$ cat src/rtl/rcppm_pkg.sv
// ----------------------------------------------------------------------------
// RC PPM decoder / servo command package
// Shared constants, register indexes, command kinds and the config struct.
// ----------------------------------------------------------------------------
`default_nettype none

package rcppm_pkg;

	// Payload widths fixed by the item format
	localparam int OP_W   = 2;
	localparam int CH_W   = 3;
	localparam int VAL_W  = 16;
	localparam int REG_W  = 3;

	// Defaults for the top level parameters
	localparam int NUM_CHANNELS_DEF = 8;
	localparam int PPM_SLOTS_DEF    = 7;
	localparam int QUEUE_DEPTH      = 2;

	// Divider geometry for the servo read: (period - duty) << 8 over a Q8 scale
	localparam int DIV_DW = VAL_W + 8;
	localparam int DIV_VW = VAL_W;

	// Operation codes
	localparam logic [OP_W-1:0] OP_CAPTURE    = 2'd0;
	localparam logic [OP_W-1:0] OP_SERVO_WR   = 2'd1;
	localparam logic [OP_W-1:0] OP_READ_INPUT = 2'd2;
	localparam logic [OP_W-1:0] OP_READ_SERVO = 2'd3;

	// Register indexes
	localparam logic [REG_W-1:0] REG_PPM_MODE   = 3'd0;
	localparam logic [REG_W-1:0] REG_SYNC_THR   = 3'd1;
	localparam logic [REG_W-1:0] REG_MIN_US     = 3'd2;
	localparam logic [REG_W-1:0] REG_MAX_US     = 3'd3;
	localparam logic [REG_W-1:0] REG_PERIOD     = 3'd4;
	localparam logic [REG_W-1:0] REG_TPU_Q8     = 3'd5;
	localparam logic [REG_W-1:0] REG_UPT_Q16    = 3'd6;
	localparam logic [REG_W-1:0] REG_PPM_OFFSET = 3'd7;

	// Register reset values
	localparam logic [VAL_W-1:0] RST_SYNC_THR   = 16'd11250;
	localparam logic [VAL_W-1:0] RST_MIN_US     = 16'd1000;
	localparam logic [VAL_W-1:0] RST_MAX_US     = 16'd2000;
	localparam logic [VAL_W-1:0] RST_PERIOD     = 16'd22500;
	localparam logic [VAL_W-1:0] RST_TPU_Q8     = 16'd576;
	localparam logic [VAL_W-1:0] RST_UPT_Q16    = 16'd29125;
	localparam logic [VAL_W-1:0] RST_PPM_OFFSET = 16'd400;
	localparam logic [VAL_W-1:0] DUTY_RESET     = 16'd19125;

	// Decoded command kinds passed from front to back
	localparam int KIND_W = 3;
	localparam logic [KIND_W-1:0] K_NONE      = 3'd0;
	localparam logic [KIND_W-1:0] K_STORE_US  = 3'd1;
	localparam logic [KIND_W-1:0] K_STORE_PPM = 3'd2;
	localparam logic [KIND_W-1:0] K_SERVO_WR  = 3'd3;
	localparam logic [KIND_W-1:0] K_RD_INPUT  = 3'd4;
	localparam logic [KIND_W-1:0] K_RD_SERVO  = 3'd5;

	typedef struct packed {
		logic             ppm_mode;
		logic [VAL_W-1:0] sync_thr;
		logic [VAL_W-1:0] min_us;
		logic [VAL_W-1:0] max_us;
		logic [VAL_W-1:0] period;
		logic [VAL_W-1:0] tpu_q8;
		logic [VAL_W-1:0] upt_q16;
		logic [VAL_W-1:0] ppm_offset;
	} cfg_t;

	// A 3-bit channel clamps to at most 7, so no more than 8 entries are reachable
	function automatic int num_stored(input int num_ch);
		return (num_ch < 8) ? num_ch : 8;
	endfunction

	function automatic int idx_width(input int num_ch);
		return (num_stored(num_ch) > 1) ? $clog2(num_stored(num_ch)) : 1;
	endfunction

	function automatic int slot_width(input int slots);
		return (slots > 1) ? $clog2(slots) : 1;
	endfunction

	function automatic int entry_width(input int num_ch);
		return KIND_W + idx_width(num_ch) + VAL_W;
	endfunction

endpackage

`default_nettype wire

$ cat src/rtl/rcppm_ifs.sv
// ----------------------------------------------------------------------------
// RC PPM decoder / servo command channel interfaces
// Valid/ready channels for commands, results and configuration writes.
// ----------------------------------------------------------------------------
`default_nettype none

interface rcppm_cmd_if;
	logic                        valid;
	logic                        ready;
	logic [rcppm_pkg::OP_W-1:0]  operation;
	logic [rcppm_pkg::CH_W-1:0]  channel;
	logic [rcppm_pkg::VAL_W-1:0] value;

	modport source (output valid, output operation, output channel, output value,
		input ready);
	modport sink (input valid, input operation, input channel, input value,
		output ready);
endinterface

interface rcppm_rsp_if;
	logic                        valid;
	logic                        ready;
	logic [rcppm_pkg::VAL_W-1:0] read_data;

	modport source (output valid, output read_data, input ready);
	modport sink (input valid, input read_data, output ready);
endinterface

interface rcppm_cfg_if;
	logic                        valid;
	logic                        ready;
	logic [rcppm_pkg::REG_W-1:0] index;
	logic [rcppm_pkg::VAL_W-1:0] data;

	modport source (output valid, output index, output data, input ready);
	modport sink (input valid, input index, input data, output ready);
endinterface

`default_nettype wire

$ cat src/rtl/rcppm_front.sv
// ----------------------------------------------------------------------------
// RC PPM decoder front end
// Accepts commands, clamps the channel, runs the PPM frame decoder and
// pushes one decoded command per transaction into the queue.
// ----------------------------------------------------------------------------
`default_nettype none

module rcppm_front #(
	parameter int NUM_CHANNELS = rcppm_pkg::NUM_CHANNELS_DEF,
	parameter int PPM_SLOTS    = rcppm_pkg::PPM_SLOTS_DEF
) (
	input  wire logic                clk,
	input  wire logic                arst_n,
	rcppm_cmd_if.sink                cmd,
	input  wire rcppm_pkg::cfg_t     cfg,
	input  wire logic                full,
	output logic                     push,
	output logic [rcppm_pkg::entry_width(NUM_CHANNELS)-1:0] entry
);
	import rcppm_pkg::*;

	localparam int IDX_W  = idx_width(NUM_CHANNELS);
	localparam int SLOT_W = slot_width(PPM_SLOTS);

	logic              synced_q;
	logic [SLOT_W-1:0] slot_q;
	logic [CH_W-1:0]   ch_cl;
	logic              is_ppm;
	logic              is_sync;
	logic              slot_last;
	logic [KIND_W-1:0] kind;
	logic [IDX_W-1:0]  idx;

	assign cmd.ready = !full;
	assign push      = cmd.valid && !full;

	assign ch_cl = (int'(cmd.channel) >= NUM_CHANNELS) ? CH_W'(NUM_CHANNELS - 1)
		: cmd.channel;
	assign is_ppm    = (cmd.operation == OP_CAPTURE) && cfg.ppm_mode && (ch_cl == '0);
	assign is_sync   = cmd.value > cfg.sync_thr;
	assign slot_last = slot_q == SLOT_W'(PPM_SLOTS - 1);

	always_comb begin
		idx  = IDX_W'(ch_cl);
		kind = K_NONE;
		case (cmd.operation)
			OP_CAPTURE: begin
				if (!is_ppm) begin
					kind = K_STORE_US;
				end else if (!is_sync && synced_q && (int'(slot_q) < NUM_CHANNELS)) begin
					kind = K_STORE_PPM;
					idx  = IDX_W'(slot_q);
				end
			end
			OP_SERVO_WR:   kind = K_SERVO_WR;
			OP_READ_INPUT: kind = K_RD_INPUT;
			OP_READ_SERVO: kind = K_RD_SERVO;
			default:       kind = K_NONE;
		endcase
	end

	assign entry = {kind, idx, cmd.value};

	// Frame decoder: sync restarts at slot 0, last slot drops sync
	always_ff @(posedge clk or negedge arst_n) begin
		if (!arst_n) begin
			synced_q <= 1'b0;
			slot_q   <= '0;
		end else if (push && is_ppm) begin
			if (is_sync) begin
				synced_q <= 1'b1;
				slot_q   <= '0;
			end else if (synced_q) begin
				if (slot_last) begin
					synced_q <= 1'b0;
					slot_q   <= '0;
				end else begin
					slot_q <= slot_q + 1'b1;
				end
			end
		end
	end

	assert property (@(posedge clk) disable iff (!arst_n) !synced_q |-> slot_q == '0)
		else $error("slot index nonzero outside a frame");

endmodule

`default_nettype wire

$ cat src/rtl/rcppm_fifo.sv
// ----------------------------------------------------------------------------
// RC PPM decoder command queue
// Small register FIFO between the front end and the back end.
// ----------------------------------------------------------------------------
`default_nettype none

module rcppm_fifo #(
	parameter int WIDTH = 8,
	parameter int DEPTH = rcppm_pkg::QUEUE_DEPTH
) (
	input  wire logic             clk,
	input  wire logic             arst_n,
	input  wire logic             push,
	input  wire logic [WIDTH-1:0] wdata,
	input  wire logic             pop,
	output logic [WIDTH-1:0]      rdata,
	output logic                  full,
	output logic                  empty
);
	localparam int PTR_W = (DEPTH > 1) ? $clog2(DEPTH) : 1;
	localparam int CNT_W = $clog2(DEPTH + 1);

	logic [WIDTH-1:0] mem_q [DEPTH];
	logic [PTR_W-1:0] wr_ptr_q;
	logic [PTR_W-1:0] rd_ptr_q;
	logic [CNT_W-1:0] count_q;

	assign full  = count_q == CNT_W'(DEPTH);
	assign empty = count_q == '0;
	assign rdata = mem_q[rd_ptr_q];

	always_ff @(posedge clk) begin
		if (push) begin
			mem_q[wr_ptr_q] <= wdata;
		end
	end

	always_ff @(posedge clk or negedge arst_n) begin
		if (!arst_n) begin
			wr_ptr_q <= '0;
			rd_ptr_q <= '0;
			count_q  <= '0;
		end else begin
			if (push) begin
				wr_ptr_q <= (wr_ptr_q == PTR_W'(DEPTH - 1)) ? '0 : wr_ptr_q + 1'b1;
			end
			if (pop) begin
				rd_ptr_q <= (rd_ptr_q == PTR_W'(DEPTH - 1)) ? '0 : rd_ptr_q + 1'b1;
			end
			if (push && !pop) begin
				count_q <= count_q + 1'b1;
			end else if (pop && !push) begin
				count_q <= count_q - 1'b1;
			end
		end
	end

	assert property (@(posedge clk) disable iff (!arst_n)
		push && !pop |=> count_q == CNT_W'($past(count_q) + 1'b1))
		else $error("queue count did not follow a lone push");

endmodule

`default_nettype wire

$ cat src/rtl/rcppm_div.sv
// ----------------------------------------------------------------------------
// RC PPM decoder divider
// Radix-2 restoring divider, one quotient bit per cycle.
// ----------------------------------------------------------------------------
`default_nettype none

module rcppm_div #(
	parameter int DW = rcppm_pkg::DIV_DW,
	parameter int VW = rcppm_pkg::DIV_VW
) (
	input  wire logic          clk,
	input  wire logic          arst_n,
	input  wire logic          start,
	input  wire logic [DW-1:0] dividend,
	input  wire logic [VW-1:0] divisor,
	output logic               done,
	output logic [DW-1:0]      quotient
);
	localparam int CNT_W = $clog2(DW + 1);

	logic [DW-1:0]    dvd_q;
	logic [VW-1:0]    dvs_q;
	logic [VW-1:0]    rem_q;
	logic [CNT_W-1:0] cnt_q;
	logic             done_q;
	logic [VW:0]      trial;
	logic             fits;

	assign trial    = {rem_q, dvd_q[DW-1]};
	assign fits     = trial >= {1'b0, dvs_q};
	assign done     = done_q;
	assign quotient = dvd_q;

	// Quotient bits shift into the vacated low end of the dividend
	always_ff @(posedge clk) begin
		if (start) begin
			dvd_q <= dividend;
			dvs_q <= divisor;
			rem_q <= '0;
		end else if (cnt_q != '0) begin
			rem_q <= fits ? VW'(trial - {1'b0, dvs_q}) : trial[VW-1:0];
			dvd_q <= {dvd_q[DW-2:0], fits};
		end
	end

	always_ff @(posedge clk or negedge arst_n) begin
		if (!arst_n) begin
			cnt_q  <= '0;
			done_q <= 1'b0;
		end else if (start) begin
			cnt_q  <= CNT_W'(DW);
			done_q <= 1'b0;
		end else if (cnt_q != '0) begin
			cnt_q  <= cnt_q - 1'b1;
			done_q <= cnt_q == CNT_W'(1);
		end else begin
			done_q <= 1'b0;
		end
	end

endmodule

`default_nettype wire

$ cat src/rtl/rcppm_back.sv
// ----------------------------------------------------------------------------
// RC PPM decoder back end
// Executes decoded commands on the input and duty register files, with one
// shared multiplier stage, a divider for servo reads and a result register.
// ----------------------------------------------------------------------------
`default_nettype none

module rcppm_back #(
	parameter int NUM_CHANNELS = rcppm_pkg::NUM_CHANNELS_DEF
) (
	input  wire logic                clk,
	input  wire logic                arst_n,
	input  wire rcppm_pkg::cfg_t     cfg,
	input  wire logic [rcppm_pkg::entry_width(NUM_CHANNELS)-1:0] entry,
	input  wire logic                empty,
	output logic                     pop,
	rcppm_rsp_if.source              rsp
);
	import rcppm_pkg::*;

	localparam int IDX_W  = idx_width(NUM_CHANNELS);
	localparam int NSTORE = num_stored(NUM_CHANNELS);
	localparam int EW     = entry_width(NUM_CHANNELS);

	localparam logic [1:0] ST_IDLE = 2'd0;
	localparam logic [1:0] ST_MUL  = 2'd1;
	localparam logic [1:0] ST_WB   = 2'd2;
	localparam logic [1:0] ST_DIV  = 2'd3;

	logic [1:0]          state_q;
	logic [KIND_W-1:0]   kind_q;
	logic [IDX_W-1:0]    idx_q;
	logic [VAL_W-1:0]    mul_a_q;
	logic [VAL_W-1:0]    mul_b_q;
	logic [2*VAL_W-1:0]  prod_q;
	logic                out_valid_q;
	logic [VAL_W-1:0]    rd_q;
	logic [VAL_W-1:0]    input_values_q [NSTORE];
	logic [VAL_W-1:0]    servo_duty_q [NSTORE];

	logic [KIND_W-1:0]   e_kind;
	logic [IDX_W-1:0]    e_idx;
	logic [VAL_W-1:0]    e_val;
	logic [VAL_W-1:0]    us_hi;
	logic [VAL_W-1:0]    us_cl;
	logic [VAL_W-1:0]    us_scaled;
	logic [VAL_W:0]      ppm_sum;
	logic [VAL_W-1:0]    ppm_us;
	logic [DIV_DW-1:0]   ticks;
	logic [VAL_W-1:0]    duty_new;
	logic [VAL_W-1:0]    duty_rd;
	logic                rd_bad;
	logic [VAL_W-1:0]    span;
	logic                div_start;
	logic                div_done;
	logic [DIV_DW-1:0]   div_quo;
	logic [VAL_W-1:0]    quo_sat;

	assign e_kind = entry[EW-1 -: KIND_W];
	assign e_idx  = entry[VAL_W +: IDX_W];
	assign e_val  = entry[VAL_W-1:0];

	assign pop = (state_q == ST_IDLE) && !empty && !out_valid_q;

	// Max clamp first, so inverted limits resolve to the minimum
	assign us_hi = (e_val > cfg.max_us) ? cfg.max_us : e_val;
	assign us_cl = (us_hi < cfg.min_us) ? cfg.min_us : us_hi;

	assign us_scaled = prod_q[2*VAL_W-1:VAL_W];
	assign ppm_sum   = {1'b0, us_scaled} + {1'b0, cfg.ppm_offset};
	assign ppm_us    = ppm_sum[VAL_W] ? '1 : ppm_sum[VAL_W-1:0];

	assign ticks    = prod_q[2*VAL_W-1:8];
	assign duty_new = (ticks > DIV_DW'(cfg.period)) ? '0 : cfg.period - ticks[VAL_W-1:0];

	assign duty_rd   = servo_duty_q[idx_q];
	assign rd_bad    = (duty_rd > cfg.period) || (cfg.tpu_q8 == '0);
	assign span      = cfg.period - duty_rd;
	assign div_start = (state_q == ST_WB) && (kind_q == K_RD_SERVO) && !rd_bad;
	assign quo_sat   = (div_quo[DIV_DW-1:VAL_W] != '0) ? '1 : div_quo[VAL_W-1:0];

	rcppm_div #(
		.DW (DIV_DW),
		.VW (DIV_VW)
	) u_div (
		.clk      (clk),
		.arst_n   (arst_n),
		.start    (div_start),
		.dividend ({span, 8'd0}),
		.divisor  (cfg.tpu_q8),
		.done     (div_done),
		.quotient (div_quo)
	);

	assign rsp.valid     = out_valid_q;
	assign rsp.read_data = rd_q;

	// Operand and product registers
	always_ff @(posedge clk) begin
		if (pop) begin
			kind_q  <= e_kind;
			idx_q   <= e_idx;
			mul_a_q <= (e_kind == K_SERVO_WR) ? us_cl : e_val;
			mul_b_q <= (e_kind == K_SERVO_WR) ? cfg.tpu_q8 : cfg.upt_q16;
		end
		if (state_q == ST_MUL) begin
			prod_q <= mul_a_q * mul_b_q;
		end
	end

	always_ff @(posedge clk or negedge arst_n) begin
		if (!arst_n) begin
			state_q     <= ST_IDLE;
			out_valid_q <= 1'b0;
			rd_q        <= '0;
			for (int i = 0; i < NSTORE; i++) begin
				input_values_q[i] <= '0;
				servo_duty_q[i]   <= DUTY_RESET;
			end
		end else begin
			if (rsp.valid && rsp.ready) begin
				out_valid_q <= 1'b0;
			end
			case (state_q)
				ST_IDLE: begin
					if (pop) begin
						state_q <= (e_kind == K_STORE_US || e_kind == K_STORE_PPM ||
							e_kind == K_SERVO_WR) ? ST_MUL : ST_WB;
					end
				end
				ST_MUL: state_q <= ST_WB;
				ST_WB: begin
					// a valid servo read waits for the divider
					state_q     <= div_start ? ST_DIV : ST_IDLE;
					out_valid_q <= !div_start;
					rd_q        <= (kind_q == K_RD_INPUT) ? input_values_q[idx_q] : '0;
					case (kind_q)
						K_STORE_US:  input_values_q[idx_q] <= us_scaled;
						K_STORE_PPM: input_values_q[idx_q] <= ppm_us;
						K_SERVO_WR:  servo_duty_q[idx_q]   <= duty_new;
						default: ;
					endcase
				end
				ST_DIV: begin
					if (div_done) begin
						state_q     <= ST_IDLE;
						out_valid_q <= 1'b1;
						rd_q        <= quo_sat;
					end
				end
				default: state_q <= ST_IDLE;
			endcase
		end
	end

	assert property (@(posedge clk) disable iff (!arst_n) state_q == ST_DIV |-> !out_valid_q)
		else $error("result pending while a servo read divides");
	assert property (@(posedge clk) disable iff (!arst_n) div_done |-> state_q == ST_DIV)
		else $error("divider finished with no servo read waiting");

endmodule

`default_nettype wire

$ cat src/rtl/rc_ppm_decode_servo_command.sv
// ----------------------------------------------------------------------------
// RC PPM decoder and servo command block
// Capture scaling, PPM frame decoding, servo duty storage and readback.
// ----------------------------------------------------------------------------
// One result transaction follows every command transaction, in order. The
// front end takes a command each cycle while its two-entry queue has room;
// the back end works one command at a time: a stored capture or servo write
// passes through operand, multiply and write back, an input read through
// operand and write back, and a servo read through operand, write back and
// the bit-serial divider that converts duty back to microseconds. The back
// end starts the next command once the previous result has been taken.
// Configuration writes are always ready and are meant for idle periods only.
`default_nettype none

module rc_ppm_decode_servo_command #(
	parameter int NUM_CHANNELS = rcppm_pkg::NUM_CHANNELS_DEF,
	parameter int PPM_SLOTS    = rcppm_pkg::PPM_SLOTS_DEF
) (
	input  wire logic   clk,
	input  wire logic   arst_n,
	rcppm_cmd_if.sink   cmd,
	rcppm_rsp_if.source rsp,
	rcppm_cfg_if.sink   cfg
);
	import rcppm_pkg::*;

	localparam int EW = entry_width(NUM_CHANNELS);

	cfg_t          cfg_q;
	logic          push;
	logic          pop;
	logic          full;
	logic          empty;
	logic [EW-1:0] wentry;
	logic [EW-1:0] rentry;

	assign cfg.ready = 1'b1;

	always_ff @(posedge clk or negedge arst_n) begin
		if (!arst_n) begin
			cfg_q.ppm_mode   <= 1'b1;
			cfg_q.sync_thr   <= RST_SYNC_THR;
			cfg_q.min_us     <= RST_MIN_US;
			cfg_q.max_us     <= RST_MAX_US;
			cfg_q.period     <= RST_PERIOD;
			cfg_q.tpu_q8     <= RST_TPU_Q8;
			cfg_q.upt_q16    <= RST_UPT_Q16;
			cfg_q.ppm_offset <= RST_PPM_OFFSET;
		end else if (cfg.valid) begin
			case (cfg.index)
				REG_PPM_MODE:   cfg_q.ppm_mode   <= cfg.data[0];
				REG_SYNC_THR:   cfg_q.sync_thr   <= cfg.data;
				REG_MIN_US:     cfg_q.min_us     <= cfg.data;
				REG_MAX_US:     cfg_q.max_us     <= cfg.data;
				REG_PERIOD:     cfg_q.period     <= cfg.data;
				REG_TPU_Q8:     cfg_q.tpu_q8     <= cfg.data;
				REG_UPT_Q16:    cfg_q.upt_q16    <= cfg.data;
				REG_PPM_OFFSET: cfg_q.ppm_offset <= cfg.data;
				default: ;
			endcase
		end
	end

	rcppm_front #(
		.NUM_CHANNELS (NUM_CHANNELS),
		.PPM_SLOTS    (PPM_SLOTS)
	) u_front (
		.clk    (clk),
		.arst_n (arst_n),
		.cmd    (cmd),
		.cfg    (cfg_q),
		.full   (full),
		.push   (push),
		.entry  (wentry)
	);

	rcppm_fifo #(
		.WIDTH (EW),
		.DEPTH (QUEUE_DEPTH)
	) u_fifo (
		.clk    (clk),
		.arst_n (arst_n),
		.push   (push),
		.wdata  (wentry),
		.pop    (pop),
		.rdata  (rentry),
		.full   (full),
		.empty  (empty)
	);

	rcppm_back #(
		.NUM_CHANNELS (NUM_CHANNELS)
	) u_back (
		.clk    (clk),
		.arst_n (arst_n),
		.cfg    (cfg_q),
		.entry  (rentry),
		.empty  (empty),
		.pop    (pop),
		.rsp    (rsp)
	);

endmodule

`default_nettype wire

$ cat src/flat_wrapper.sv
// flat-port wrapper written by rule: the top's interface ports become plain ports
module rc_ppm_decode_servo_command_flat import rcppm_pkg::*;
#(
	parameter int NUM_CHANNELS = rcppm_pkg::NUM_CHANNELS_DEF,
	parameter int PPM_SLOTS    = rcppm_pkg::PPM_SLOTS_DEF
)
  (clk, arst_n, cmd_valid, cmd_operation, cmd_channel, cmd_value, cmd_ready, rsp_valid, rsp_read_data, rsp_ready, cfg_valid, cfg_index, cfg_data, cfg_ready);
  rcppm_cmd_if cmd_i ();
  rcppm_rsp_if rsp_i ();
  rcppm_cfg_if cfg_i ();
  input  wire logic clk;
  input  wire logic arst_n;
  input wire logic [$bits(cmd_i.valid)-1:0] cmd_valid;
  input wire logic [$bits(cmd_i.operation)-1:0] cmd_operation;
  input wire logic [$bits(cmd_i.channel)-1:0] cmd_channel;
  input wire logic [$bits(cmd_i.value)-1:0] cmd_value;
  output wire logic [$bits(cmd_i.ready)-1:0] cmd_ready;
  output wire logic [$bits(rsp_i.valid)-1:0] rsp_valid;
  output wire logic [$bits(rsp_i.read_data)-1:0] rsp_read_data;
  input wire logic [$bits(rsp_i.ready)-1:0] rsp_ready;
  input wire logic [$bits(cfg_i.valid)-1:0] cfg_valid;
  input wire logic [$bits(cfg_i.index)-1:0] cfg_index;
  input wire logic [$bits(cfg_i.data)-1:0] cfg_data;
  output wire logic [$bits(cfg_i.ready)-1:0] cfg_ready;
  assign cmd_i.valid = cmd_valid;
  assign cmd_i.operation = cmd_operation;
  assign cmd_i.channel = cmd_channel;
  assign cmd_i.value = cmd_value;
  assign cmd_ready = cmd_i.ready;
  assign rsp_valid = rsp_i.valid;
  assign rsp_read_data = rsp_i.read_data;
  assign rsp_i.ready = rsp_ready;
  assign cfg_i.valid = cfg_valid;
  assign cfg_i.index = cfg_index;
  assign cfg_i.data = cfg_data;
  assign cfg_ready = cfg_i.ready;
  rc_ppm_decode_servo_command #(.NUM_CHANNELS(NUM_CHANNELS), .PPM_SLOTS(PPM_SLOTS)) u_core (.clk(clk), .arst_n(arst_n), .cmd(cmd_i), .rsp(rsp_i), .cfg(cfg_i));
endmodule
$ cat config.mk
export PLATFORM = sky130hd
export DESIGN_NAME = rc_ppm_decode_servo_command_flat
export DESIGN_NICKNAME = d
export VERILOG_FILES = /design/src/rtl/rcppm_pkg.sv /design/src/rtl/rcppm_ifs.sv /design/src/rtl/rcppm_front.sv /design/src/rtl/rcppm_fifo.sv /design/src/rtl/rcppm_div.sv /design/src/rtl/rcppm_back.sv /design/src/rtl/rc_ppm_decode_servo_command.sv /design/src/flat_wrapper.sv
export SDC_FILE = /design/constraint.sdc
export NUM_CORES = 2
export LEC_CHECK = 0
export BUFFER_PORTS_ARGS = -buffer_cell sky130_fd_sc_hd__buf_2
export CORE_MARGIN = 3
export CORE_UTILIZATION = 55
export DETAILED_ROUTE_END_ITERATION = 8
export GPL_TIMING_DRIVEN = 1
export PLACE_DENSITY = 0.71
export SLEW_MARGIN = 20
export SYNTH_ARGS = -nofsm -noshare
export SYNTH_HDL_FRONTEND = slang
export SYNTH_SLANG_ARGS = --single-unit
$ cat constraint.sdc
create_clock -name clk -period 7.4 [get_ports clk]
set_clock_uncertainty 0.15 [all_clocks]
set_input_delay 1.11 -clock clk [delete_from_list [all_inputs] [get_ports clk]]
set_output_delay 1.11 -clock clk [all_outputs]
set_load 0.005 [all_outputs]
==> results.env <==
WORSTSKEWPAIRLATENCY_PS=630
POST_SYNTH_NUM_CELL_TYPES=89
SYN_AREA_MM2=0.0362
FINAL_CLOCK_PERIOD_UTILIZATION_BY_THE_WORST_PATH_PCT=92.3
GRT.OVERFLOW.TOTAL=0
MET1WIRELENGTH_UM=41000
CTS_NUM_SINKS=564
POST-ROUTE-DRC-COUNT=0
MAX-CAP-VIOLATIONS=0
CRITICAL_PATH_ARRIVAL_PS=7050
TOP_LAYER_USED='met4'
POST_SYN_INSTANCES=3420
TIMING.FINAL.CRIT_PERIOD_PS=6830
RESIZED_AFTER_CTS=0
SYNTH-MAIN-FF-CELL='sky130_fd_sc_hd__dfrtp_1'
SYN_AREA_PER_CELL_UM2=10.6
MET3ROUTEDLENGTH_UM=7350
TIMING.FINAL.HOLD_VIOLATIONS=0
HP-CLASS='input port to asynchronous set/reset pin'
STARTPOINT_TYPE='flop'
CLK_PIN_SLEW_WORST_PATHS_PS=60
MUXSHAREOFSYNTHAREA_PCT=9.38
SYNTH_FP_NETS=3892
GRT.TOTAL_USAGE_PCT=27.4
TIMING_WORST_SETUP_PATH_TYPE='flop to flop'
DETAILEDROUTE.FIRSTPASSITERATIONCOUNT=6
FLOORPLAN.DIE.HEIGHT_UM=262
CRITICAL_PATH.CELL_CHAIN='nand2_1 > fa_1 > inv_1 > fa_1 > inv_1 > fa_1 > inv_1 > fa_1 > fa_1 > inv_1 > fa_1 > inv_1 > ha_1 > nand4_1 > nor2_1 > nand3_1 > a211oi_1 > o21ai_1 > and2_1 > a21o_1 > a311o_1'
DETAILEDPLACEMENTHPWL_UM=67600
CRITICAL_PATH_PEAK_FANOUT=16
POST_SYNTH_XOR_AREA_FRACTION_PCT=1.67
FP.DIEAREA_MM2=0.0689
COMMONEST_NON_FILL_NON_TAP_CELL_IN_THE_LAYOUT='sky130_fd_sc_hd__inv_1'
NUMBER_OF_BUFFERS_INSERTED_DURING_CLOCK_TREE_SYNTHESIS=61
IO-PIN-COUNT=64
SYNTH.YOSYS.SEQ_AREA_SHARE_PCT=41.0
FMAX_MHz=146
WORSTPATHREQUIRED_PS=7620
SYNTHARSTFLOPSHARE_PCT=71.3
GRT_FIRST_PASS_WIRELENGTH_UM=150000
COUNT_OF_FINAL_SETUP_VIOLATORS=0
CLOCK_PATH_BUFFERS=3
YOSYS_REGISTER_BITS=564
CRIT_PATH_MAX_INCR_DELAY_PS=730
SYNTH_SIMPLE_GATE_AREA_SHARE_PCT=11.6
CLOCKROOTBUFFER='sky130_fd_sc_hd__clkbuf_16'
FIN_SETUP_TNS_PS=0
POSTCTSSETUPBUFFERS=0
INITIAL_CORE_UTIL_PCT=55.8
CRITPATHBUFINV=5
WORST_SETUP_PATH_END_KIND='flop'
DOMINANT_COMBINATIONAL_CELL_FAMILY_BY_AREA_AFTER_SYNTHESIS='adder cells'
SYNTH_AREA_IN_ADDERS_PCT=18.9
CTSHOLDBUFFERS=0
WORSTMARGINPINSLEW_PS=1160
RSZ0062_AT_GRT='false'
ANTENNA_VIOLATING_NETS_POST_ROUTE=0
POST_DETAILED_ROUTE_WIRELENGTH_PER_CELL_UM=21.9
MOST-COMMON-LAYOUT-CELLS='sky130_fd_sc_hd__inv_1, sky130_fd_sc_hd__nand2_1, sky130_fd_sc_hd__dfrtp_1'
LARGEST_NET_DEGREE_AT_THE_START_OF_GLOBAL_ROUTING=170
CRITPATHTOPFAMILY='adder cells'
GRT_PASS1_VIAS=26880
FINALWIRELENGTH_UM=95000
FLOORPLAN.CORE_AREA_MM2=0.0648
YOSYSWARNINGS=0
NUM_VIAS=26135
REGISTER_TO_REGISTER_SETUP_SLACK_PS=570
ROUTED_LENGTH_ON_MET2_UM=44300
SYNTH_AREA_IN_COMPOUND_GATES_PCT=11.7
FINAL_LAYOUT_SIZE_SUFFIX_GT1_SHARE_PCT=18.4
SYNTH_EDF_COUNT=138
NUM_ROWS=93
CRIT_SLOWEST_CELL='sky130_fd_sc_hd__edfxtp_1'
CRITICAL-PATH-TOP-CELL-BY-COUNT='sky130_fd_sc_hd__fa_1'
REPORT.FINAL.SLEW_VIOL_COUNT=0
NNETSFINAL=3900
FP.DIEW_UM=262
TRITONCTS_CLOCK_TREE='yes'
STATUS='finished, final reports clean'
WORST_SLEW_MARGIN_REL_PCT=22.8
DR_ITER_0_VIOLS=2333
FINALWEIGHTEDCONGESTION=0.912
AREA_GROWTH_FROM_SYNTHESIS_TO_FINAL_LAYOUT_PCT=8.89
PLACE.PORT_BUFFERS=62
CTS_HTREE_LEVELS=2
VIA_PER_INST=6.03
GRT_ANTENNA_BEFORE_REPAIR=3
-- worst reg2reg max path, delay by kind of cell (launching register included) --
family	cells	cell delay, ps
flip-flops	1	730
buffers and inverters	5	260
adder cells (fa/ha/maj)	7	3350
AND/OR/NAND/NOR	5	770
AO/OA/AOI/OAI	4	1320
-- sequential cells by signal, indices dropped and copies added (netlist names), 24 cells and up --
signal and count:
u_core.u_back.input_values_q 128, u_core.u_back.u_div.quotient 24, u_core.u_fifo.mem_q 44, u_core.cfg_q 113, u_core.u_back.servo_duty_q 128, u_core.u_back.prod_q 24
-- synth_stat cells (9+ instances only) --
library cell,n,area share (%)
sky130_fd_sc_hd__xor2_1,26,0.63
sky130_fd_sc_hd__nand2b_1,12,0.21
sky130_fd_sc_hd__clkbuf_1,144,1.5
sky130_fd_sc_hd__nand4_1,42,0.73
sky130_fd_sc_hd__nand2_1,376,3.9
sky130_fd_sc_hd__a211oi_1,16,0.33
sky130_fd_sc_hd__ha_1,230,8.0
sky130_fd_sc_hd__a22o_1,14,0.34
sky130_fd_sc_hd__o21a_1,32,0.66
sky130_fd_sc_hd__dfstp_2,108,7.8
sky130_fd_sc_hd__and2_1,123,2.1
sky130_fd_sc_hd__a21o_1,31,0.64
sky130_fd_sc_hd__and3_1,23,0.40
sky130_fd_sc_hd__nor2b_1,16,0.28
sky130_fd_sc_hd__fa_1,197,11
sky130_fd_sc_hd__a21oi_1,110,1.5
sky130_fd_sc_hd__inv_1,386,4.0
sky130_fd_sc_hd__nor4_1,10,0.17
sky130_fd_sc_hd__nor2_1,133,1.4
sky130_fd_sc_hd__dfrtp_1,294,20
sky130_fd_sc_hd__o31ai_1,40,0.83
sky130_fd_sc_hd__a22oi_1,101,2.1
sky130_fd_sc_hd__xnor2_1,43,1.0
sky130_fd_sc_hd__mux2_2,271,8.4
sky130_fd_sc_hd__nor3_2,10,0.28
sky130_fd_sc_hd__nand3_1,41,0.57
sky130_fd_sc_hd__o211ai_1,9,0.19
sky130_fd_sc_hd__nor3_1,47,0.65
sky130_fd_sc_hd__a221oi_1,33,0.80
sky130_fd_sc_hd__dfxtp_1,24,1.3
sky130_fd_sc_hd__mux2i_1,34,0.94
sky130_fd_sc_hd__o21ai_0,175,2.4
sky130_fd_sc_hd__edfxtp_1,138,11
-- area by class of cell --
type,count,area [um^2]
Fill cell,5184,25400
Antenna cell,1,2.50
Clock inverter,25,274
Multi-Input combinational cell,2309,19400
Inverter,388,1460
Timing Repair Buffer,104,664
Clock buffer,88,1740
Tap cell,855,1070
Sequential cell,564,14800
-- stage by stage --
stage / utilization (%) / setup WS (ps) / hold slack (ps) / instances / cell area (um^2)
6_report: 60.8 / 566 / 307 / 4334 / 39400
5_1_grt: 60.8 / 209 / 335 / 4333 / 39400
4_1_cts: 60.7 / 569 / 292 / 4332 / 39400
3_5_place_dp: 57.6 / 609 / 314 / 4219 / 37300
3_3_place_gp: 57.6 / 689 / 306 / 4219 / 37300
2_1_floorplan: - / 1240 / 295 / 3420 / 36200
-- routing by layer --
layer | global-route usage (%) | vias to the layer above
met4 | 7.51 | 0
met5 | 0 | -
met2 | 44.2 | 981
li1 | - | 11804
met1 | 38.6 | 13185
met3 | 4.76 | 165
-- worst paths after layout --
| kind | start | to | cells after the start |
|---|---|---|---|
| worst max-delay path | u_core.u_back.mul_a_q[7] | u_core.u_back.prod_q[30] | 21 |
| worst min-delay path | arst_n | u_core.u_back.servo_duty_q[6] | 1 |
| worst max register to register | u_core.u_back.mul_a_q[7] | u_core.u_back.prod_q[30] | 21 |
| worst min register to register | u_core.u_back.servo_duty_q[23] | u_core.u_back.servo_duty_q[23] | 2 |
| max in group asynchronous | arst_n | u_core.u_back.input_values_q[110] | 2 |
| min in group clk | u_core.u_back.servo_duty_q[23] | u_core.u_back.servo_duty_q[23] | 2 |
-- cells by family after synthesis --
logic type / Yosys count
AND/OR/NAND/NOR: 870
AO/OA/AOI/OAI: 637
flip-flops: 564
buffers and inverters: 547
adder cells (fa/ha/maj): 427
multiplexers: 305
XOR/XNOR: 69
other: 1
Power is left out: the tool's default activity adds up to more than one toggle a clock period on the data nets, which glitch-free logic cannot reach.
